`config.mk`:
```
export PLATFORM = sky130hd
export DESIGN_NAME = json_string_field_extractor
export DESIGN_NICKNAME = d
export VERILOG_FILES = /design/src/sv/jsfe_pkg.sv /design/src/sv/jsfe_cell.sv /design/src/sv/jsfe_out_buf.sv /design/src/sv/json_string_field_extractor.sv
export SDC_FILE = /design/constraint.sdc
export NUM_CORES = 1
export LEC_CHECK = 0
export BUFFER_PORTS_ARGS = -buffer_cell sky130_fd_sc_hd__clkbuf_2
export CORE_UTILIZATION = 45
export CTS_CLUSTER_SIZE = 14
export DETAILED_ROUTE_END_ITERATION = 8
export PLACE_DENSITY_LB_ADDON = 0.05
export SYNTH_ARGS = -nofsm -noshare
export SYNTH_HDL_FRONTEND = slang
export SYNTH_SLANG_ARGS = --single-unit
```
`constraint.sdc`:
```
create_clock -name clk -period 8.1 [get_ports clk]
set_input_delay 0 -clock clk [delete_from_list [all_inputs] [get_ports clk]]
set_output_delay 0 -clock clk [all_outputs]
set_load 0.02 [all_outputs]
```
`src/sv/jsfe_pkg.sv`:
```
// Shared types and constants for the JSON string field extractor.
// Used by the cell, the result buffer, the top level and the checker.
// No dependencies.
`default_nettype none

package jsfe_pkg;

	localparam int BYTE_W = 8;
	localparam int KEY_W  = 64;
	localparam int LEN_W  = 4;

	// Character codes the parser reacts to.
	localparam logic [BYTE_W-1:0] CH_QUOTE  = 8'h22;
	localparam logic [BYTE_W-1:0] CH_COLON  = 8'h3A;
	localparam logic [BYTE_W-1:0] CH_BSLASH = 8'h5C;
	localparam logic [BYTE_W-1:0] CH_TAB    = 8'h09;
	localparam logic [BYTE_W-1:0] CH_LF     = 8'h0A;
	localparam logic [BYTE_W-1:0] CH_CR     = 8'h0D;
	localparam logic [BYTE_W-1:0] CH_SPACE  = 8'h20;

	// Configuration register indexes.
	typedef enum logic [0:0] {
		REG_KEY_CHARS  = 1'b0,
		REG_KEY_LENGTH = 1'b1
	} cfg_reg_t;

	// Parser modes.
	typedef enum logic [2:0] {
		MODE_SEARCH   = 3'd0,
		MODE_COLON    = 3'd1,
		MODE_SPACE    = 3'd2,
		MODE_VALUE    = 3'd3,
		MODE_ESCAPE   = 3'd4,
		MODE_FINISHED = 3'd5
	} mode_t;

	// One result item.
	typedef struct packed {
		logic [BYTE_W-1:0] value_byte;
		logic              byte_valid;
		logic              done_res;
		logic              found;
	} res_t;

endpackage

`default_nettype wire

```
`src/sv/jsfe_cell.sv`:
```
// One cell of the key-matching window: holds one recent byte and compares
// the byte entering it against its needle position. Depends on jsfe_pkg.
`default_nettype none

module jsfe_cell #(
	parameter int CELL_INDEX    = 0,
	parameter int KEY_MAX_BYTES = 8
) (
	input  wire                           clk,
	input  wire                           arst_n,
	input  wire                           load,
	input  wire                           zero,
	input  wire  [jsfe_pkg::BYTE_W-1:0]   din,
	input  wire  [jsfe_pkg::KEY_W-1:0]    key_chars,
	input  wire  [jsfe_pkg::LEN_W-1:0]    eff_len,
	output logic [jsfe_pkg::BYTE_W-1:0]   dout,
	output logic                          hit
);
	import jsfe_pkg::*;

	localparam logic [LEN_W:0] IDX = (LEN_W+1)'(CELL_INDEX);

	logic [BYTE_W-1:0] byte_q;
	logic [BYTE_W-1:0] want;
	logic [LEN_W:0]    len_ext;
	logic              active;

	// Stored byte: cleared at the end of a body, else loads the byte on din when load is set.
	always_ff @(posedge clk or negedge arst_n) begin
		if (!arst_n) begin
			byte_q <= '0;
		end else if (zero) begin
			byte_q <= '0;
		end else if (load) begin
			byte_q <= din;
		end
	end

	assign dout = byte_q;

	// Needle byte for this position: quotes at both ends, key bytes reversed between.
	always_comb begin
		len_ext = {1'b0, eff_len};
		want    = CH_QUOTE;
		if (CELL_INDEX != 0 && (len_ext + 1'b1) != IDX) begin
			for (int k = 0; k < KEY_MAX_BYTES; k++) begin
				if ((LEN_W+1)'(k) + IDX == len_ext) begin
					want = key_chars[8*k +: 8];
				end
			end
		end
	end

	// Cells beyond the needle length always agree.
	assign active = (len_ext + (LEN_W+1)'(2)) > IDX;
	assign hit    = !active || (din == want);

endmodule

`default_nettype wire

```
`src/sv/jsfe_out_buf.sv`:
```
// Two-entry result buffer that decouples the parser from the output stream.
// Depends on jsfe_pkg.
`default_nettype none

module jsfe_out_buf (
	input  wire                  clk,
	input  wire                  arst_n,
	input  wire                  push,
	input  jsfe_pkg::res_t       push_res,
	output logic                 has_room,
	output logic                 out_valid,
	input  wire                  out_ready,
	output jsfe_pkg::res_t       out_res
);
	import jsfe_pkg::*;

	res_t       entry_q [2];
	logic       wr_ptr_q;
	logic       rd_ptr_q;
	logic [1:0] count_q;
	logic       pop;

	assign pop       = out_valid && out_ready;
	assign out_valid = (count_q != 2'd0);
	assign has_room  = (count_q != 2'd2);
	assign out_res   = entry_q[rd_ptr_q];

	// Result storage.
	always_ff @(posedge clk) begin
		if (push) begin
			entry_q[wr_ptr_q] <= push_res;
		end
	end

	// Pointers and fill count.
	always_ff @(posedge clk or negedge arst_n) begin
		if (!arst_n) begin
			wr_ptr_q <= 1'b0;
			rd_ptr_q <= 1'b0;
			count_q  <= 2'd0;
		end else begin
			if (push) begin
				wr_ptr_q <= !wr_ptr_q;
			end
			if (pop) begin
				rd_ptr_q <= !rd_ptr_q;
			end
			count_q <= count_q + {1'b0, push} - {1'b0, pop};
		end
	end

endmodule

`default_nettype wire

```
`src/sv/json_string_field_extractor.sv`:
```
// Top level of the JSON string field extractor: parser control, the row of
// window cells and the result buffer. Depends on jsfe_pkg, jsfe_cell, jsfe_out_buf.
//
// Takes one body byte per cycle while the result buffer has room. The key
// search runs in a row of KEY_MAX_BYTES+2 cells that shift along each byte
// accepted during the search or at a restart and compare it in place, so a
// match is known in the cycle the closing quote arrives. Results are
// registered in a two-entry buffer before they reach the output; the input
// keeps flowing while one result waits, and stalls only once both buffer
// entries are full. Write the key only between bodies.
`default_nettype none

module json_string_field_extractor #(
	parameter int KEY_MAX_BYTES = 8
) (
	input  wire                          clk,
	input  wire                          arst_n,
	// Body stream.
	input  wire                          s_tvalid,
	output logic                         s_tready,
	input  wire  [7:0]                   s_tdata,   // [7:0] body_byte
	input  wire                          s_tlast,   // body_last
	// Result stream.
	output logic                         m_tvalid,
	input  wire                          m_tready,
	output logic [7:0]                   m_tdata,   // [7:0] value_byte
	output logic [1:0]                   m_tuser,   // [0] byte_valid, [1] found
	output logic                         m_tlast,   // done_res
	// Configuration writes.
	input  wire                          cfg_valid,
	output logic                         cfg_ready,
	input  wire  [0:0]                   cfg_index,
	input  wire  [jsfe_pkg::KEY_W-1:0]   cfg_data
);
	import jsfe_pkg::*;

	localparam int WIN_DEPTH = KEY_MAX_BYTES + 2;
	localparam int CNT_W     = $clog2(WIN_DEPTH + 1);
	localparam int CMP_W     = (CNT_W > LEN_W + 1) ? CNT_W : LEN_W + 1;

	logic [KEY_W-1:0]  key_chars_q;
	logic [LEN_W-1:0]  key_length_q;
	logic [LEN_W-1:0]  eff_len;
	mode_t             mode_q;
	mode_t             mode_n;
	logic [CNT_W-1:0]  count_q;
	logic [CNT_W-1:0]  count_new;
	logic [BYTE_W-1:0] cell_din  [WIN_DEPTH];
	logic [BYTE_W-1:0] cell_dout [WIN_DEPTH];
	logic [WIN_DEPTH-1:0] cell_hit;
	logic              acc;
	logic              is_ws;
	logic              restart;
	logic              shift;
	logic              clear_all;
	logic              match;
	res_t              res;
	logic              res_push;
	res_t              out_res;
	logic              has_room;

	assign acc       = s_tvalid && s_tready;
	assign s_tready  = has_room;
	assign cfg_ready = 1'b1;

	// Configuration registers.
	always_ff @(posedge clk or negedge arst_n) begin
		if (!arst_n) begin
			key_chars_q  <= '0;
			key_length_q <= LEN_W'(1);
		end else if (cfg_valid && cfg_ready) begin
			case (cfg_reg_t'(cfg_index))
				REG_KEY_CHARS:  key_chars_q  <= cfg_data;
				REG_KEY_LENGTH: key_length_q <= cfg_data[LEN_W-1:0];
				default:        key_chars_q  <= key_chars_q;
			endcase
		end
	end

	assign eff_len = (key_length_q > LEN_W'(KEY_MAX_BYTES)) ? LEN_W'(KEY_MAX_BYTES)
	                                                        : key_length_q;

	// Window control: a restart clears the row and loads the current byte.
	assign is_ws = (s_tdata == CH_SPACE) || (s_tdata == CH_TAB) ||
	               (s_tdata == CH_CR) || (s_tdata == CH_LF);
	assign restart   = (mode_q == MODE_SPACE) && !is_ws && (s_tdata != CH_QUOTE);
	assign shift     = acc && ((mode_q == MODE_SEARCH) || restart);
	assign clear_all = acc && s_tlast;

	// Row of window cells: the head is fed by the body byte, each other cell by its neighbor.
	for (genvar i = 0; i < WIN_DEPTH; i++) begin : g_cell
		if (i == 0) begin : g_head
			assign cell_din[i] = s_tdata;
		end else begin : g_body
			assign cell_din[i] = restart ? '0 : cell_dout[i-1];
		end
		jsfe_cell #(
			.CELL_INDEX    (i),
			.KEY_MAX_BYTES (KEY_MAX_BYTES)
		) u_cell (
			.clk       (clk),
			.arst_n    (arst_n),
			.load      (shift),
			.zero      (clear_all),
			.din       (cell_din[i]),
			.key_chars (key_chars_q),
			.eff_len   (eff_len),
			.dout      (cell_dout[i]),
			.hit       (cell_hit[i])
		);
	end

	// Saturating count of bytes held in the window.
	always_comb begin
		if (restart) begin
			count_new = CNT_W'(1);
		end else if (count_q < CNT_W'(WIN_DEPTH)) begin
			count_new = count_q + 1'b1;
		end else begin
			count_new = count_q;
		end
	end

	always_ff @(posedge clk or negedge arst_n) begin
		if (!arst_n) begin
			count_q <= '0;
		end else if (clear_all) begin
			count_q <= '0;
		end else if (shift) begin
			count_q <= count_new;
		end
	end

	assign match = (&cell_hit) &&
	               (CMP_W'(count_new) >= (CMP_W'(eff_len) + CMP_W'(2)));

	// Next parser mode.
	always_comb begin
		mode_n = mode_q;
		case (mode_q)
			MODE_SEARCH: begin
				if (match) mode_n = MODE_COLON;
			end
			MODE_COLON: begin
				if (s_tdata == CH_COLON) mode_n = MODE_SPACE;
			end
			MODE_SPACE: begin
				if (s_tdata == CH_QUOTE) begin
					mode_n = MODE_VALUE;
				end else if (!is_ws) begin
					mode_n = match ? MODE_COLON : MODE_SEARCH;
				end
			end
			MODE_VALUE: begin
				if (s_tdata == CH_BSLASH) begin
					mode_n = MODE_ESCAPE;
				end else if (s_tdata == CH_QUOTE) begin
					mode_n = MODE_FINISHED;
				end
			end
			MODE_ESCAPE:   mode_n = MODE_VALUE;
			MODE_FINISHED: mode_n = MODE_FINISHED;
			default:       mode_n = MODE_FINISHED;
		endcase
		if (s_tlast) begin
			mode_n = MODE_SEARCH;
		end
	end

	always_ff @(posedge clk or negedge arst_n) begin
		if (!arst_n) begin
			mode_q <= MODE_SEARCH;
		end else if (acc) begin
			mode_q <= mode_n;
		end
	end

	// Result item for the current byte.
	always_comb begin
		res.byte_valid = 1'b0;
		res.done_res   = 1'b0;
		res.found      = 1'b0;
		case (mode_q)
			MODE_VALUE: begin
				if (s_tdata == CH_QUOTE) begin
					res.done_res = 1'b1;
					res.found    = 1'b1;
				end else if (s_tdata != CH_BSLASH) begin
					res.byte_valid = 1'b1;
				end
			end
			MODE_ESCAPE: res.byte_valid = 1'b1;
			default:     res.byte_valid = 1'b0;
		endcase
		if (s_tlast && (mode_q != MODE_FINISHED)) begin
			res.done_res = 1'b1;
		end
		res.value_byte = res.byte_valid ? s_tdata : '0;
	end

	assign res_push = acc && (res.byte_valid || res.done_res);

	jsfe_out_buf u_out_buf (
		.clk       (clk),
		.arst_n    (arst_n),
		.push      (res_push),
		.push_res  (res),
		.has_room  (has_room),
		.out_valid (m_tvalid),
		.out_ready (m_tready),
		.out_res   (out_res)
	);

	assign m_tdata = out_res.value_byte;
	assign m_tuser = {out_res.found, out_res.byte_valid};
	assign m_tlast = out_res.done_res;

endmodule

`default_nettype wire

```
==> qor.yml <==
portBuffers: 91
slew_violations: 0
worst_r2r_path_depth: 12
syn_area_um2: 11500
hold_path.class: "primary input to flip-flop"
drive_gt1_frac: 0.177
clk_latency_ns: 0.44
synth_ff_type: "dfrtp_1"
critPathRequiredTime_ns: 8.46
num_antenna_cells: 0
syn_to_final_growth_pct: 15.9
gp_congestion: 0.965
path_class: "flip-flop to flip-flop"
r2r-start: "key_length_q[1]$_DFFE_PN0P_"
worst_pin_slew_ns: 1.05
synth_cells: 1287
cts_tree: "yes"
grtUsageTotal: 0.294
die_height_um: 162
ys_warn_count: 0
start_kind: "flip-flop"
crit_fanout: 72
cap_violations: 0
io_pins: 93
hold_depth: 3
stdcell_count: 1718
synth_edf_count: 22
cts_buffers: 17
cellPowerDensity_nw_per_um2: 244
peakVddDrop_v: 0.000134
synthDistinctLibCells: 98
status: "completed"
grt_max_degree: 92
reg2reg_slack_ns: 3.87
hold_viol: 0
rsz0062_at_grt: "false"
fin_crit_sh: 0.522
syn-mean-instance-area_um2: 8.92
fill_cells: 2374
routed_via_density: 6.11
synth_area_leader_cell: "dfrtp_1"
hp-start: "cfg_valid"
die_area_um2: 26100
finalNetCount: 1465
finish.utilization: 0.530
slew-limit-headroom: 0.300
holdPathEnd: "key_length_q[3]$_DFFE_PN0P_"
setup_viol: 0
finalCriticalPeriod_ns: 4.23
skew_ns: 0.0115
synth_common_cells: "nand2_1 (210), dfrtp_1 (150), o21ai_0 (84)"
post-place-ws_ns: 3.98
setup_slack_ns: 3.87
antenna_found_initial: 0
max_freq_ghz: 0.236
grt_pass1_wl_mm: 58.9
drt_iter0_drc: 1063
ant_nets: 0
fin_tns_setup_ns: 0
async_flop_share: 0.873
post_cts_buffers: 0
synth.most_common_cell: "nand2_1"
core_area_um2: 25100
numClockSinks: 173
grt-ovfl-total: 0
drc: 0
h-tree-depth: 4
crit_start: "key_length_q[1]$_DFFE_PN0P_"
dpl-instance-area_um2: 12000
syn-num-nets: 1377
worstReg2RegEnd: "mode_q[0]$_DFFE_PN0P_"
critPathCaptureType: "flip-flop"
totalWireLength_mm: 37.5
dp.cells: 1613
wl_per_cell_um: 21.8
clockBufferDepth: 2
synthTopCellsByArea: "dfrtp_1 (33%), mux2_2 (7.3%), nand2_1 (6.9%), edfxtp_1 (5.8%), o21ai_0 (3.7%)"
dr.pass1.iters: 5
fin_area_um2: 13300
cp.arrival_ns: 4.59
path_clk_slew_ns: 0.08
dp_hpwl_mm: 25.8
vias: 10500
initial_core_util: 0.457
yosysSeqAreaShare: 0.387
whs_ns: 0.0234
power.total_mw: 3.25
die_w_um: 162
yosysTopAreaCellShare: 0.327
rows: 58
root_buffer: "clkbuf_16"
grt_pass1_vias: 9888
ys_ff_latch: 173
p_leak_nw: 5.78
[cell families after synthesis]
family / count (synthesis) / share of synthesized area
simple gates: 493 / 0.217
compound gates: 330 / 0.204
flops: 173 / 0.387
buf+inv: 146 / 0.0578
mux: 99 / 0.0967
xor+xnor: 34 / 0.0259
fa+ha+maj: 11 / 0.0120
other cells: 1 / 0.000327
[worst max-delay path: stages (launching register included)]
cell,delay [ns]
dfrtp_2,0.35
buf_4,0.62
nand2b_1,0.39
inv_1,0.20
ha_1,0.37
nor3b_1,0.14
and2_1,0.30
a2111oi_1,0.84
nand4_1,0.18
mux2i_1,0.17
a211oi_1,0.07
o31a_1,0.30
o31ai_2,0.20
[worst max path at each step]
| stage | end | slack, ns | cells past startpoint |
|---|---|---|---|
| 6_report | mode_q[0]$_DFFE_PN0P_ | 3.87 | 12 |
| 5_1_grt | mode_q[0]$_DFFE_PN0P_ | 3.62 | 12 |
| 4_1_cts | mode_q[0]$_DFFE_PN0P_ | 3.93 | 12 |
| 3_5_place_dp | mode_q[0]$_DFFE_PN0P_ | 3.98 | 12 |
| 3_3_place_gp | mode_q[0]$_DFFE_PN0P_ | 4.10 | 10 |
| 2_1_floorplan | mode_q[0]$_DFFE_PN0P_ | 4.53 | 17 |
[timing repair]
action                     4_1_cts  5_1_grt
hold buffers                    73        0
setup endpoints to repair        0        0
hold endpoints to repair       169        0
gates resized for setup          0        0
[cell usage in the layout, fill, tap and decap left out, types with 12 or more instances in the layout]
master,instances
nand2_1,210
inv_1,38
clkbuf_2,90
nor2b_1,16
and2_1,12
clkbuf_16,17
a221oi_1,21
edfxtp_1,22
a21oi_1,35
dfrtp_1,147
nor3_1,17
xnor2_1,14
mux2i_1,22
nor2_1,47
mux2_2,74
nand2b_1,14
xor2_1,20
nand3_1,81
dlygate4sd3_1,73
a32oi_1,14
o21ai_0,84
a31oi_1,20
nand3b_1,14
a22oi_1,29
[power by group]
| group | total [mW] | internal [mW] | switching (mW) |
|---|---|---|---|
| sequential | 1.25 | 1.02 | 0.228 |
| combinational | 1.12 | 0.448 | 0.674 |
| clock | 0.879 | 0.473 | 0.406 |
[metal layers]
metal | GRT usage | part of all wire | vias up
met1 | 0.408 | 0.44 | 5106
li1 | - | - | 4902
met3 | 0.0401 | 0.062 | 55
met4 | 0.108 | 0.030 | 0
met2 | 0.469 | 0.46 | 433
met5 | 0 | 0 | -
[final cells by class]
| class | instances | area, um^2 | share of cell area |
|---|---|---|---|
| Tap cell | 330 | 413 | 0.0310 |
| Clock buffer | 17 | 425 | 0.0320 |
| Inverter | 40 | 150 | 0.0113 |
| Timing Repair Buffer | 175 | 1270 | 0.0958 |
| Clock inverter | 15 | 194 | 0.0146 |
| Sequential cell | 173 | 4440 | 0.334 |
| Multi-Input combinational cell | 968 | 6400 | 0.481 |
[state kept, by name, summed over array words and instances (netlist names)]
signal              count
count_q                 4
g_cell.u_cell.dout     72
key_chars_q            64
key_length_q            4
mode_q                  3
u_out_buf.count_q       2
u_out_buf.entry_q      22
u_out_buf.rd_ptr_q      1
u_out_buf.wr_ptr_q      1
Power figures use the tool's default switching activity.
